<file path="config.mk">
export PLATFORM = sky130hd
export DESIGN_NAME = msc_ctrl
export DESIGN_NICKNAME = d
export VERILOG_FILES = /design/src/hdl/msc_pkg.sv /design/src/hdl/msc_ctrl.sv
export SDC_FILE = /design/constraint.sdc
export NUM_CORES = 1
export LEC_CHECK = 0
export ABC_AREA = 1
export ABC_CLOCK_PERIOD_IN_PS = 1800
export BUFFER_PORTS_ARGS = -buffer_cell sky130_fd_sc_hd__buf_2
export CAP_MARGIN = 20
export CORE_AREA = 2 2 39 41
export DETAILED_ROUTE_END_ITERATION = 16
export DIE_AREA = 0 0 41 43
export PLACE_DENSITY_LB_ADDON = 0.3
export SLEW_MARGIN = 10
export SYNTH_ARGS = -nofsm -noshare
export SYNTH_HDL_FRONTEND = slang
export SYNTH_SLANG_ARGS = --single-unit
</file>
<file path="constraint.sdc">
create_clock -name i_clk -period 1.8 [get_ports i_clk]
set_input_delay 0.09 -clock i_clk [delete_from_list [all_inputs] [get_ports i_clk]]
set_output_delay 0.09 -clock i_clk [all_outputs]
set_load 0.05 [all_outputs]
</file>
<file path="src/hdl/msc_pkg.sv">
// ----------------------------------------------------------------------------
// Minimum square count package
// Widths, constants and controller/datapath command and status types.
// ----------------------------------------------------------------------------
package msc_pkg;

    localparam int TARGET_W           = 12;
    localparam int COUNT_W            = 3;
    localparam int MAX_TARGET_DEFAULT = 4095;

    localparam logic [COUNT_W-1:0] NO_COUNT  = 3'd7;
    localparam logic [COUNT_W-1:0] MAX_COUNT = 3'd4;

    typedef struct packed {
        logic load;
        logic step;
        logic finish;
        logic push;
    } t_cmd;

    typedef struct packed {
        logic target_zero;
        logic sq_le_v;
        logic v_last;
    } t_status;

endpackage

</file>
<file path="src/hdl/msc_ctrl.sv">
// ----------------------------------------------------------------------------
// Minimum square count controller
// Sequences table building per target and hands the result to the output.
// ----------------------------------------------------------------------------
module msc_ctrl (
    input  logic            i_clk,
    input  logic            i_rst_n,
    input  logic            i_in_valid,
    output logic            o_in_ready,
    output logic            o_out_valid,
    input  logic            i_out_ready,
    input  msc_pkg::t_status i_status,
    output msc_pkg::t_cmd   o_cmd
);
    import msc_pkg::*;

    typedef enum logic [1:0] {
        S_IDLE,
        S_RUN,
        S_DONE
    } t_state;

    t_state r_state;
    logic   r_out_valid;
    t_cmd   cmd;

    always_comb begin
        cmd = '0;
        unique case (r_state)
            S_IDLE: begin
                cmd.load = i_in_valid;
            end
            S_RUN: begin
                cmd.step   = i_status.sq_le_v;
                cmd.finish = !i_status.sq_le_v;
            end
            S_DONE: begin
                cmd.push = !r_out_valid || i_out_ready;
            end
            default: begin
                cmd = '0;
            end
        endcase
    end

    always_ff @(posedge i_clk) begin
        if (!i_rst_n) begin
            r_state     <= S_IDLE;
            r_out_valid <= 1'b0;
        end else begin
            if (cmd.push) begin
                r_out_valid <= 1'b1;
            end else if (i_out_ready) begin
                r_out_valid <= 1'b0;
            end
            unique case (r_state)
                S_IDLE: begin
                    if (cmd.load) begin
                        r_state <= i_status.target_zero ? S_DONE : S_RUN;
                    end
                end
                S_RUN: begin
                    if (cmd.finish && i_status.v_last) begin
                        r_state <= S_DONE;
                    end
                end
                S_DONE: begin
                    if (cmd.push) begin
                        r_state <= S_IDLE;
                    end
                end
                default: begin
                    r_state <= S_IDLE;
                end
            endcase
        end
    end

    assign o_in_ready  = (r_state == S_IDLE);
    assign o_out_valid = r_out_valid;
    assign o_cmd       = cmd;

endmodule

</file>
==> metrics, run 1 <==
status=complete, no violations; Final Slew Violations=0; crit-path max FO=4; CTS tree=yes; GP Congestion=approximately 0.63; Synth Area per Inst=about 5.7 sq um; Die Span Y=43 um; synth top area cells=dfxtp_1 34%, inv_1 17%, nor2_1 17%; cts hold-fix bufs=0; CP Class=register to output pin; global-route wire length before repair=717 um; Post-CTS Setup Inserts=0; DRC=0; Nets=between 50 and 60; unrepaired setup endpoints after global routing=false; total wire length=around 430 um; Worst Hold Class=primary input to register; GRT Total Usage=around 6.4%; Vias=228; Final Skew=about 0.0040 ns; Final Setup Violations=0; DP HPWL=368.6 um; part of the cycle the worst path needs=70.61%; Worst setup SP type=register; final hold vios=0; synthesis-stage register bit count=3; Syn Std Cell Area=176.4 sq um; Leakage=roughly 0.16 nW; Die W=41 um; Layout fillers=roughly 160; Inserted Clock Buffers=3; sequential share of the synthesized area=about a third; Worst Setup End Kind=output pin; critical path arrival=1.18 ns; H-tree levels=1; Final min period=about 1.3 ns; clock tree buffer depth=2; Row Count=14; Max Cap Viol=0; syn_nets=38; setup TNS=0 ns; crit-path max cell delay=approximately 0.36 ns; Via-to-Cell Ratio=between 3 and 4; initial antenna violation count=0; GRT Residual Overflow=0; port bufs=12; cells along the critical path=inv_1 > nor2_2 > inv_1 > nor2_1 > buf_2; largest net degree at the start of global routing=7; Final Util=approximately a fifth; Top delay family on crit path=buffers and inverters; Initial Util=12.75%; share of layout cells above drive strength 1=approximately 34%; Layout Cells excl Fill=between 60 and 70; worst path buffer plus inverter count=3; Syn. warnings=0; router iterations before antenna repair=4; Post-DRT Antenna Nets=0; worst rel slew slack=between 80% and 90%; PD cells=slightly below 1000 nW/um^2; synth unique cells=9; area share of the largest cell type after synthesis=around 34%; WP data required=approximately 1.7 ns; Clock Sinks=3; Initial DRC Count=3; Synth area leader=dfxtp_1; cell count after synthesis=31; Ports=13; Post-CTS Resized=0; Antenna diodes=0; Worst-Margin Slew=about 0.25 ns; cell mode on critical path=inv_1; Core Area=approximately 1400 sq um; clock-pin slew on the worst setup and hold paths=0.04 ns; Die ar.=roughly 1800 sq um; CTS root buf=clkbuf_4; dpl cells=59; Clock Latency Late Sink=0.23 ns; number of global-route vias before repair=between 200 and 250; drt wl/cell=approximately 6.8 um; CP max-delay cell=dfxtp_1; area delta synth->final=60.28%; Max Fclk=about 800 MHz; highest ir drop seen on vdd=slightly below 0.2 mV
cell usage after synthesis, drive strengths merged:
| library cell | instances |
|---|---|
| nand3 | 1 |
| nand2 | 5 |
| nor3 | 1 |
| dfxtp | 3 |
| nor2 | 9 |
| inv | 8 |
| a21oi | 3 |
| nand4 | 1 |
metal layers:
layer	part of all wire, %	routed length, um	global-route usage, %	up-vias
met5	0	0	0	-
met1	34	146	4.808	102
met2	60	255	10.31	2
met4	0	0	6.000	0
met3	6.3	27	3.665	0
li1	-	-	-	124
final timing paths:
check / start / endpoint / slack (ns) / cells after the start
setup / recovery: r_state[0]$_SDFFE_PN0P_ / o_cmd[2] / 0.53 / 5
hold / removal: i_rst_n / r_state[0]$_SDFFE_PN0P_ / 0.12 / 3
setup reg to reg: r_state[0]$_SDFFE_PN0P_ / r_state[1]$_SDFFE_PN0P_ / 0.95 / 5
hold reg to reg: o_out_valid$_SDFFE_PN0P_ / o_out_valid$_SDFFE_PN0P_ / 0.49 / 2
worst reg2reg max path, delay by kind of cell (launching register included):
| kind | cells | cell delay (ns) |
|---|---|---|
| buffers and inverters | 1 | 0.10 |
| DFF | 1 | 0.36 |
| and+or+nand+nor | 4 | 0.29 |
sequential cells by signal, summed over array words and instances, names as in the netlist:
| register | flops |
|---|---|
| o_out_valid | 1 |
| r_state | 2 |
through the flow:
| stage | cell area (sq um) | setup WS (ns) | hold WS, ns | power [W] |
|---|---|---|---|---|
| 6_report | 282.8 | 0.5291 | 0.1203 | 0.0002728 |
| 5_1_grt | 282.8 | 0.4046 | 0.1246 | 0.0002895 |
| 4_1_cts | 282.8 | 0.5139 | 0.1191 | 0.0002780 |
| 3_5_place_dp | 256.5 | 0.7668 | 0.3645 | 0.0001571 |
| 3_3_place_gp | 256.5 | 0.7773 | 0.3600 | 0.0001574 |
| 2_1_floorplan | 176.4 | 0.2679 | 0.2216 | 0.0001359 |
cell usage in the layout, fill, tap and decap left out, drive strengths merged:
cell,n
a21oi,3
nand4,1
nand2,5
dfxtp,3
nor2,9
clkbuf,4
buf,12
nand3,1
inv,8
nor3,1
cell families after synthesis:
family	share of synthesized area, %
DFF	34.04
buffers and inverters	17.02
and+or+nand+nor	40.43
AOI/OAI and AO/OA	8.508
power by group:
group          internal (W)  leakage (nW)  switching, W   total, W
Clock             0.0000831        0.0150     0.0000349   0.000118
Combinational     0.0000209         0.120     0.0000569  0.0000778
Sequential        0.0000717        0.0246    0.00000528  0.0000770
layout make-up:
class	count	area (sq um)	area share, %
tap	16	20.02	7.080
timing repair buffer	12	60.06	21.24
inverter	8	30.03	10.62
sequential	3	60.06	21.24
multi-input combinational	20	86.33	30.53
clock buffer	4	26.28	9.292
Note: power is estimated with default switching activity, not from simulation.
==> inputs of run 2 (changes only) <==
--- a/config.mk
+++ b/config.mk
@@ -6,7 +6,7 @@
 export NUM_CORES = 1
 export LEC_CHECK = 0
 export ABC_AREA = 1
-export ABC_CLOCK_PERIOD_IN_PS = 1800
+export ABC_CLOCK_PERIOD_IN_PS = 1300
 export BUFFER_PORTS_ARGS = -buffer_cell sky130_fd_sc_hd__buf_2
 export CAP_MARGIN = 20
 export CORE_AREA = 2 2 39 41
==> constraint.sdc (replaced) <==
create_clock -name i_clk -period 1.3 [get_ports i_clk]
set_input_delay 0.065 -clock i_clk [delete_from_list [all_inputs] [get_ports i_clk]]
set_output_delay 0.065 -clock i_clk [all_outputs]
set_load 0.05 [all_outputs]
==> metrics, run 2 (same netlist as run 1, synthesis figures left out) <==
status=complete, no violations; CP Class=register to output pin; setup TNS=0 ns (unchanged); reg2reg end=r_state[1]$_SDFFE_PN0P_; Max Cap Viol=0 (unchanged); Ports=13 (unchanged); Reg2Reg Depth=4 (-1); most frequent cells in the layout=9 x buf_2, 8 x inv_1, 7 x nor2_1; CTS root buf=clkbuf_4; Leakage=0.1624 nW (+2.1%); port bufs=12 (unchanged); share of layout cells above drive strength 1=42.55% (+8.5 points); Largest Register=r_state; unrepaired setup endpoints after global routing=false; Worst-Margin Slew=0.2357 ns (-0.01499 ns); Antenna diodes=0 (unchanged); Die Span Y=43 um (unchanged); Post-DRT Antenna Nets=0 (unchanged); part of the cycle the worst path needs=93.27%; Via-to-Cell Ratio=3.651 (+0.88%); Clock Latency Late Sink=0.23 ns (about the same); WP data required=1.24 ns (-0.47 ns); drt wl/cell=7.238 um (+6.5%); post-route cell area=306.5 sq um (+8.4%); GRT Total Usage=6.112% (-0.31 points); Worst setup SP type=register; clock-pin slew on the worst setup and hold paths=0.04 ns (about the same); router iterations before antenna repair=4 (unchanged); total wire length=456 um (+6.5%); FF-to-FF setup slack=0.43 ns (-0.52 ns); pre-CTS setup slack=0.2574 ns (-0.5094 ns); Max Fclk=824.8 MHz; initial antenna violation count=0 (unchanged); Initial DRC Count=2 (-1); Core Area=1384 sq um (unchanged); cells along the critical path=nand2_1 > a21oi_2 > clkbuf_4; area delta synth->final=73.76%; highest ir drop seen on vdd=0.3015 mV (+52%); global-route wire length before repair=662 um (-7.7%); Total Power=0.0003864 W (+42%); clock tree buffer depth=2 (unchanged); Crit Reg-Reg Startpoint=r_state[1]$_SDFFE_PN0P_; number of global-route vias before repair=214 (-2.7%); Initial Util=12.75% (unchanged); fin worst setup slack=0.08754 ns (-0.4416 ns); PD cells=1260 nW/um^2 (+31%); Vias=230 (+0.88%); Final Skew=0.0003993 ns (-0.003598 ns); Die ar.=1763 sq um (unchanged); Crit. Startpoint=r_state[1]$_SDFFE_PN0P_; most common cell after layout, fill and taps aside=buf_2; Final min period=approximately 1.2 ns; Inserted Clock Buffers=3 (unchanged); Clock Sinks=3 (unchanged); Die W=41 um (unchanged); Worst Hold Class=primary input to register; GRT Residual Overflow=0 (unchanged); Final Slew Violations=0 (unchanged); Layout Cells excl Fill=63 (unchanged); GP Congestion=0.6772 (+7.4%); Row Count=14 (unchanged); CP max-delay cell=dfxtp_1; critical path arrival=1.15 ns (-0.03 ns); Final Setup Violations=0 (unchanged); dpl cells=59 (unchanged); DP HPWL=387.8 um (+5.2%); largest net degree at the start of global routing=7 (unchanged); CTS tree=yes; Worst Setup End Kind=output pin; crit-path max cell delay=0.44 ns (+0.08 ns); post-place instance area=267.8 sq um (+4.4%); crit path to=o_cmd[0]; final hold vios=0 (unchanged); crit-path max FO=6 (+2); H-tree levels=1 (unchanged); Nets=55 (unchanged); DRC=0 (unchanged); Largest register FFs=2 (unchanged); worst rel slew slack=84.26% (+0.86 points)
run 2: through the flow:
stage / util, % / hold slack, ns
after floorplan: - / 0.1966
after global placement: 19.35 / 0.3414
after detailed placement: 19.35 / 0.3369
after CTS: 21.25 / 0.08986
after global routing: 22.15 / 0.09949
final: 22.15 / 0.09434
run 2: cell type report:
class,count,area (sq um)
tap,16,20.02
sequential,3,61.31
timing repair buffer,12,71.32
clock buffer,4,26.28
multi-input combinational,20,97.59
fill,167,1077
inverter,8,30.03
run 2: worst min-delay path by stage:
stage	slack, ns	cells past startpoint	startpoint	end
final	0.09	3	i_rst_n	r_state[0]$_SDFFE_PN0P_
after global routing	0.1	3	i_rst_n	r_state[1]$_SDFFE_PN0P_
after CTS	0.09	3	i_rst_n	r_state[1]$_SDFFE_PN0P_
after detailed placement	0.34	3	i_rst_n	r_state[1]$_SDFFE_PN0P_
after global placement	0.34	3	i_rst_n	r_state[1]$_SDFFE_PN0P_
after floorplan	0.20	2	i_rst_n	o_out_valid$_SDFFE_PN0P_
run 2: critical path: cells and delay by family (launching register included):
kind / cells / cell delay [ns]
buffers and inverters: 1 / 0.23
AOI/OAI and AO/OA: 1 / 0.11
DFF: 1 / 0.44
and+or+nand+nor: 1 / 0.14
run 2: power by group:
part,internal [W],total (W),switching (W)
Combinational,0.0000344,0.000116,0.0000817
Clock,0.000115,0.000162,0.0000466
Sequential,0.0000999,0.000109,0.00000892
run 2: routing by layer:
metal,track usage [%],vias up,routed length (um)
met1,4.792,101,157
met4,8.000,0,0
met5,0,-,0
met3,1.571,0,36
li1,-,123,-
met2,9.688,6,262
run 2: timing repair:
action | CTS | global route
hold buffers | 0 | 0
endpoints found under the hold margin | 0 | 0
endpoints found under the setup margin | 0 | 3
gates resized for setup | 0 | 7
setup buffers | 0 | 0
